===== src/rtl/lsu_pkg.sv =====
// Shared constants, field positions and controller/datapath command types of the load/store unit.
package lsu_pkg;

  localparam int unsigned XLEN    = 64;
  localparam int unsigned INSTR_W = 32;

  // Byte memory, split into eight byte-wide banks so that any 8-byte window
  // touches each bank at most once.
  localparam int unsigned MEM_BYTES  = 65536;
  localparam int unsigned NUM_BANKS  = 8;
  localparam int unsigned BANK_SEL_W = 3;
  localparam int unsigned MEM_ROWS   = MEM_BYTES / NUM_BANKS;
  localparam int unsigned ROW_W      = $clog2(MEM_ROWS);

  // Register file: 31 architectural registers plus the zero register slot.
  localparam int unsigned REG_SLOTS = 32;
  localparam int unsigned REG_IDX_W = 5;
  localparam logic [REG_IDX_W-1:0] ZERO_REG = 5'd31;

  // Instruction field positions.
  localparam int unsigned RT_LSB    = 0;
  localparam int unsigned RN_LSB    = 5;
  localparam int unsigned IMM9_BIT  = 10;
  localparam int unsigned PRE_BIT   = 11;
  localparam int unsigned IMM9_LSB  = 12;
  localparam int unsigned IMM9_W    = 9;
  localparam int unsigned IMM12_LSB = 10;
  localparam int unsigned IMM12_W   = 12;
  localparam int unsigned LOAD_BIT  = 22;
  localparam int unsigned UOFF_BIT  = 24;
  localparam int unsigned SIZE_BIT  = 30;

  // Highest legal start address for a 4-byte and an 8-byte transfer.
  localparam logic [XLEN-1:0] LIMIT_WORD  = XLEN'(MEM_BYTES - 4);
  localparam logic [XLEN-1:0] LIMIT_DWORD = XLEN'(MEM_BYTES - 8);

  typedef struct packed {
    logic accept;   // capture the instruction and read Rn and Rt
    logic calc;     // form the address, writeback value and range check
    logic mem_rd;   // read the bank rows of the access
    logic mem_wr;   // write the store bytes
    logic wb_base;  // write the updated base into Rn
    logic wb_rt;    // write the load data into Rt
    logic push;     // load the output register
    logic clr;      // clear one memory row
  } lsu_cmd_t;

  typedef struct packed {
    logic form_ok;
    logic fault;
    logic is_load;
    logic do_wb;
    logic clr_last;
  } lsu_sts_t;

endpackage


===== src/rtl/lsu_ctrl.sv =====
// Controller: sequences clearing, address, memory and register-writeback steps per instruction.
module lsu_ctrl import lsu_pkg::*; (
  input  logic     clk_i,
  input  logic     rst_ni,
  input  logic     in_valid_i,
  output logic     in_ready_o,
  output logic     out_valid_o,
  input  logic     out_ready_i,
  input  lsu_sts_t sts_i,
  output lsu_cmd_t cmd_o
);

  localparam logic [2:0] S_CLEAR = 3'd0;
  localparam logic [2:0] S_IDLE  = 3'd1;
  localparam logic [2:0] S_ADDR  = 3'd2;
  localparam logic [2:0] S_MEM   = 3'd3;
  localparam logic [2:0] S_LDW   = 3'd4;
  localparam logic [2:0] S_WBT   = 3'd5;
  localparam logic [2:0] S_WBN   = 3'd6;
  localparam logic [2:0] S_DONE  = 3'd7;

  logic [2:0] state_q, state_d;
  logic       out_valid_q, out_valid_d;

  always_comb begin
    state_d    = state_q;
    cmd_o      = '0;
    in_ready_o = 1'b0;
    case (state_q)
      S_CLEAR: begin
        cmd_o.clr = 1'b1;
        if (sts_i.clr_last) begin
          state_d = S_IDLE;
        end
      end
      S_IDLE: begin
        in_ready_o   = 1'b1;
        cmd_o.accept = in_valid_i;
        if (in_valid_i) begin
          state_d = S_ADDR;
        end
      end
      S_ADDR: begin
        cmd_o.calc = 1'b1;
        state_d    = S_MEM;
      end
      S_MEM: begin
        if (!sts_i.form_ok || sts_i.fault) begin
          state_d = S_DONE;
        end else if (sts_i.is_load) begin
          cmd_o.mem_rd = 1'b1;
          state_d      = S_LDW;
        end else begin
          cmd_o.mem_wr = 1'b1;
          state_d      = sts_i.do_wb ? S_WBN : S_DONE;
        end
      end
      S_LDW: begin
        // Base writeback goes first so that a load into Rn keeps the loaded value.
        if (sts_i.do_wb) begin
          cmd_o.wb_base = 1'b1;
          state_d       = S_WBT;
        end else begin
          cmd_o.wb_rt = 1'b1;
          state_d     = S_DONE;
        end
      end
      S_WBT: begin
        cmd_o.wb_rt = 1'b1;
        state_d     = S_DONE;
      end
      S_WBN: begin
        cmd_o.wb_base = 1'b1;
        state_d       = S_DONE;
      end
      S_DONE: begin
        if (!out_valid_q || out_ready_i) begin
          cmd_o.push = 1'b1;
          state_d    = S_IDLE;
        end
      end
      default: begin
        state_d = S_IDLE;
      end
    endcase
  end

  assign out_valid_d = cmd_o.push ? 1'b1 : (out_ready_i ? 1'b0 : out_valid_q);
  assign out_valid_o = out_valid_q;

  always_ff @(posedge clk_i or negedge rst_ni) begin
    if (!rst_ni) begin
      state_q     <= S_CLEAR;
      out_valid_q <= 1'b0;
    end else begin
      state_q     <= state_d;
      out_valid_q <= out_valid_d;
    end
  end

endmodule


===== config.mk =====
export PLATFORM = sky130hd
export DESIGN_NAME = lsu_ctrl
export DESIGN_NICKNAME = d
export VERILOG_FILES = /design/src/rtl/lsu_pkg.sv /design/src/rtl/lsu_ctrl.sv
export SDC_FILE = /design/constraint.sdc
export NUM_CORES = 1
export LEC_CHECK = 0
export BUFFER_PORTS_ARGS = -buffer_cell sky130_fd_sc_hd__buf_2
export CAP_MARGIN = 20
export CORE_AREA = 2 2 39 41
export DETAILED_ROUTE_END_ITERATION = 7
export DIE_AREA = 0 0 41 43
export PLACE_DENSITY = 0.49
export SETUP_SLACK_MARGIN = 0.5
export SYNTH_ARGS = -nofsm -noshare
export SYNTH_HDL_FRONTEND = slang
export SYNTH_SLANG_ARGS = --single-unit

===== constraint.sdc =====
create_clock -name clk_i -period 1.25 [get_ports clk_i]
set_clock_uncertainty 0.1 [all_clocks]
set_input_delay 0.25 -clock clk_i [delete_from_list [all_inputs] [get_ports clk_i]]
set_output_delay 0.25 -clock clk_i [all_outputs]
set_load 0.02 [all_outputs]

==> results of run 1 <==
metal layers:
metal  part of all wire (%)  wire (um)
met1                     40        351
met2                     50        442
met3                    6.7         59
met4                    3.1         27
met5                      0          0
cell type report:
class	count	area share [%]
Multi-Input combinational cell	30	39.7
Timing Repair Buffer	31	36.3
Sequential cell	4	16.5
Clock buffer	4	4.23
Tap cell	16	3.23
cell usage after synthesis, types with 2 or more instances:
cell type	count	share of area, %
nor3b_1	3	6.8
nand2_1	3	3.4
a21oi_1	2	3.0
nor2b_1	2	3.8
and2_1	2	3.8
nor2_1	4	4.5
buf_4	2	4.5
dfrtp_1	4	30
worst max-delay path: stages (launching register included):
cell	delay [ns]
dfrtp_2	0.42
and3b_2	0.26
and4b_2	0.23
buf_6	0.12
per-stage QoR:
step           setup WS [ns]  cells  utilization [%]  hold WS, ns
2_1_floorplan         -0.100     38                -       -0.146
3_3_place_gp          -0.162     76             36.1      -0.0410
3_5_place_dp          -0.171     76             36.1      -0.0409
4_1_cts               -0.372     84             43.4        0.225
5_1_grt               -0.425     85             44.8        0.254
6_report              -0.368     85             44.8        0.219
power by group through the flow:
stage	logic [mW]	clock network [mW]	registers, mW
floorplan	0.569	0	0.249
global placement	0.771	0	0.261
detailed placement	0.777	0	0.262
CTS	0.947	0.189	0.259
global route	1.10	0.200	0.272
finish	1.00	0.187	0.258
worst paths after layout:
path                              from          end  slack [ns]  cells after the start
min reg2reg                out_valid_o  out_valid_o        0.54                      3
min                           sts_i[3]   state_q[0]        0.22                      3
min in group asynchronous       rst_ni   state_q[0]        0.24                      2
max reg2reg                 state_q[1]   state_q[1]       -0.09                      5
max                         state_q[2]     cmd_o[5]       -0.37                      3
max in group asynchronous       rst_ni  out_valid_o        0.68                      2
cells by family after synthesis:
group	after synthesis	synth area share (%)
AO/OA/AOI/OAI	5	9.47
buffers and inverters	4	9.47
flip-flops	4	30.3
AND/OR/NAND/NOR	25	50.8
what timing repair did:
action	CTS	global route
hold buffers	1	0
pin swaps	2	0
setup endpoints to repair	14	14
gates resized for setup	16	4
endpoints found under the hold margin	4	0
setup buffers	3	1
flip-flops by register name, indices dropped and copies added, names as in the netlist:
register	flops
out_valid_o	1
state_q	3
==> flow_metrics.tcl, run 1 <==
set metrics [dict create \
    synth_edf_count 0 \
    drv_cap 0 \
    final_cell_mix "buf_4, buf_2, buf_6" \
    critPathKind "reg2out" \
    grt_overflow_total 0 \
    p_int_mw 0.874 \
    fp.dieH_um 43 \
    crit_fanout 5 \
    switchingPower_mw 0.573 \
    layout_commonest_cell "buf_4" \
    pwr-share-seq_pct 17.8 \
    rows 14 \
    core_sq_um 1380 \
    wl_um 881 \
    path_clk_slew_ns 0.04 \
    globalRoute.busiestLayer "met2" \
    start_util_pct 23.9 \
    setup_tns_ns -2.66 \
    ir_drop_mv 0.744 \
    clockBufferDepth 2 \
    ant_nets 0 \
    area_delta_synth_final_pct 87.9 \
    root_buffer "clkbuf_4" \
    dpl_cell_area_sq_um 499 \
    cts_tree "yes" \
    routabilityCongestion 0.699 \
    grt_max_degree 8 \
    numCtsBuffers 3 \
    relSlewSlack_pct 87.5 \
    slew_violations 0 \
    dp_hpwl_um 665 \
    combPwrFrac_pct 69.3 \
    power_density_nw_per_um2 2330 \
    synth.distinct_cells 24 \
    io_pins 19 \
    htree_num_levels 1 \
    max_freq_mhz 618 \
    critPathArrivalTime_ns 1.27 \
    antenna_found_initial 0 \
    fill_cells 137 \
    cp-start-kind "flip-flop" \
    yosysSeqAreaShare_pct 30.3 \
    yosys_warnings 0 \
    synth_nets 47 \
    finalHoldViolations 0 \
    drive_gt1_share_pct 73.9 \
    clk_latency_ns 0.25 \
    dr.first_iter.drc_count 4 \
    fin_area_sq_um 621 \
    cts_sinks 4 \
    rsz0062_at_grt "true" \
    hold_class "in2reg" \
    grt_pass1_wl_um 1550 \
    critPathCaptureType "output pin" \
    vias 402 \
    place.port_buffers 18 \
    final-seq-area_sq_um 103 \
    via_per_inst 4.73 \
    synthCells 38 \
    max_slew.worst_pin.slew_ns 0.186 \
    p_total_mw 1.45 \
    use_met1_pct 17.3 \
    setup_ws_ns -0.368 \
    synth-seq-cells 4 \
    setup_viol 10 \
    nNetsFinal 79 \
    avgSynthCellArea_sq_um 8.69 \
    postSynth.asyncResetShare_pct 100 \
    p_clk_share_pct 12.9 \
    syn_area_sq_um 330 \
    multiInputGateArea_sq_um 246 \
    antennaDiodeCount 0 \
    dieArea_sq_um 1760 \
    cp.required_ns 0.90 \
    first_pass_iters 4 \
    status "complete, but fails checks" \
    violations "setup timing" \
    period_share_pct 129 \
    wl_per_cell_um 10.4 \
    power_leakage_nw 0.294 \
    period_needed_ns 1.62 \
    met3_usage_pct 1.57 \
    grt_pass1_vias 373 \
    drc 0 \
    swShare_pct 39.6 \
    synth-main-ff-cell "dfrtp_1" \
    met2_usage_pct 18.4 \
    grtUsageTotal_pct 13.1 \
    fp.dieW_um 41 \
]
Power figures use the tool's default switching activity.
==> run 2, diff against run 1 <==
ABC_AREA = 1   (was not set)
==> run 2 against run 1 <==
Compared with the run above: the run still ends with setup timing left; first-iteration DRC count decreased by 75%; register-to-register slack about the same; clock-buffer cell count down 1; non-clock buffer count increased by 5; critical path depth is 2 higher; critical path type unchanged; critical endpoint is now cmd_o[4]; highest routed layer is now met3.
==> flow_metrics.tcl, run 2 <==
set metrics [dict create \
    status "complete, but fails checks" \
    violations "setup timing" \
    dr_wl_met2_um 650 \
    critPathArrivalTime_ns 1.23 \
    clk_latency_ns 0.23 \
    dieArea_sq_um 1760 \
    cp.required_ns 0.90 \
    max_freq_mhz 634 \
    synth_area_leaders "dfrtp_1, inv_1, nor2_1" \
    io_pins 19 \
    place.port_buffers 18 \
    crit_end "cmd_o[4]" \
    rsz0062_at_grt "true" \
    grt_pass1_vias 444 \
    synth_edf_count 0 \
    final_util_pct 58.4 \
    grtUsageTotal_pct 14.1 \
    yosysMostFrequentCell "inv_1" \
    hp-start "out_ready_i" \
    synth_commonest_cells "inv_1, nor2_1, nand2_1" \
    crit_start "state_q[0]" \
    synth-main-ff-cell "dfrtp_1" \
    synth-seq-cells 4 \
    r2r-end "state_q[0]" \
    fp.dieW_um 41 \
    largest_reg_flops 3 \
    cts_sinks 4 \
    grt_overflow_total 0 \
    numCtsBuffers 3 \
    hold_class "in2reg" \
    area_delta_synth_final_pct 146 \
    core_sq_um 1380 \
    vias 473 \
    ant_nets 0 \
    dp_hpwl_um 773 \
    max_slew.worst_pin.slew_ns 0.191 \
    start_util_pct 23.8 \
    setup_ws_ns -0.327 \
    rows 14 \
    synth_top_area_share_pct 30.4 \
    htree_num_levels 1 \
    nNetsFinal 106 \
    period_share_pct 126 \
    dp.cells 100 \
    ir_drop_mv 1.06 \
    yosys_warnings 0 \
    cts_tree "yes" \
    fin_hold_ws_ns 0.122 \
    wl_um 1110 \
    finalHoldViolations 0 \
    synthCells 57 \
    antenna_found_initial 0 \
    clockBufferDepth 2 \
    yosysSeqAreaShare_pct 30.4 \
    synth_nets 66 \
    grt_pass1_wl_um 1660 \
    period_needed_ns 1.58 \
    wl_met3_um 26 \
    grt_max_degree 6 \
    setup_viol 11 \
    via_per_inst 4.26 \
    fp.dieH_um 43 \
    layout_commonest_cell "buf_4" \
    critPathCaptureType "output pin" \
    postSynth.asyncResetShare_pct 100 \
    top_register "state_q" \
    slew_violations 0 \
    antennaDiodeCount 0 \
    synth.distinct_cells 14 \
    wl_per_cell_um 10.0 \
    drc 0 \
    maxUsedRoutingLayer "met3" \
    drive_gt1_share_pct 80.0 \
    stdcell_count 111 \
    power_density_nw_per_um2 2620 \
    reg2reg_depth 9 \
    syn_area_sq_um 329 \
    final_cell_mix "buf_4, buf_6, buf_2" \
    r2r_start "state_q[0]" \
    reg2reg_slack_ns -0.10 \
    avgSynthCellArea_sq_um 5.77 \
    root_buffer "clkbuf_4" \
    critPathKind "reg2out" \
    dr.first_iter.drc_count 1 \
    path_clk_slew_ns 0.03 \
    synth_largest_area_cell "dfrtp_1" \
    crit_fanout 4 \
    drv_cap 0 \
    power_leakage_nw 0.433 \
    relSlewSlack_pct 87.2 \
    first_pass_iters 2 \
    routabilityCongestion 0.714 \
    cp-start-kind "flip-flop" \
    setup_tns_ns -2.35 \
    wl_met1_um 436 \
]
## run 2: cell count changes after synthesis, moves of 2 or more
cell     previous run  this run
inv_1               0        13
nand2_1             3        11
nor2_1              4        12
nand3_1             1         5
nor3b_1             3         0
o21ai_0             0         3
and2_1              2         0
nor2_2              0         2
nor2b_1             2         0
## run 2: worst min path at each step
stage,end,slack (ns),depth (start not counted)
floorplan,out_valid_o,-0.15,0
detailed placement,state_q[1],-0.04,1
finish,out_valid_o,0.12,2
global placement,state_q[1],-0.04,1
global route,out_valid_o,0.13,2
CTS,out_valid_o,0.11,2
## run 2: per-stage QoR
| step | area [sq um] | worst slack [ns] | power (mW) |
|---|---|---|---|
| 3_3_place_gp | 576 | -0.145 | 1.37 |
| 2_1_floorplan | 398 | -0.0464 | 0.963 |
| 3_5_place_dp | 576 | -0.114 | 1.37 |
| 6_report | 808 | -0.327 | 2.12 |
| 4_1_cts | 751 | -0.314 | 1.93 |
| 5_1_grt | 808 | -0.363 | 2.28 |
## run 2: what timing repair did
action | in CTS | in global routing
setup endpoints to repair | 14 | 14
buffers inserted | 3 | 4
resized for setup | 39 | 9
pin swaps | 5 | 6
endpoints found under the hold margin | 4 | 0
hold buffers | 1 | 0
## run 2: area by class of cell
class | instances | area, sq um
inverter | 14 | 57.6
clock buffer | 3 | 22.5
timing repair buffer | 36 | 298
fill | 127 | 576
sequential | 4 | 105
tap | 16 | 20.0
multi-input combinational | 38 | 305
## run 2: routing by layer
| metal | global-route usage, % | vias to the layer above |
|---|---|---|
| li1 | - | 249 |
| met1 | 15.7 | 217 |
| met2 | 23.1 | 7 |
| met3 | 3.14 | 0 |
| met4 | 8.00 | 0 |
| met5 | 0 | - |
## run 2: logic make-up after synthesis
kind of cell	after synthesis	share of synthesized area (%)
flip-flops	4	30.4
buffers and inverters	15	18.3
AO/OA/AOI/OAI	4	6.08
AND/OR/NAND/NOR	34	45.2
## run 2: power breakdown
part / leakage [nW] / switching [mW] / internal (mW) / total, mW
clock network: 0.0138 / 0.0468 / 0.107 / 0.154
logic: 0.376 / 0.826 / 0.821 / 1.65
registers: 0.0437 / 0.110 / 0.207 / 0.317
total: 0.433 / 0.983 / 1.14 / 2.12
## run 2: worst max-delay path: stages (launching register included)
cell and delay, ns:
dfrtp_2 0.43, nand2_4 0.09, nor2_4 0.12, inv_4 0.06, nor4_4 0.12, buf_4 0.18
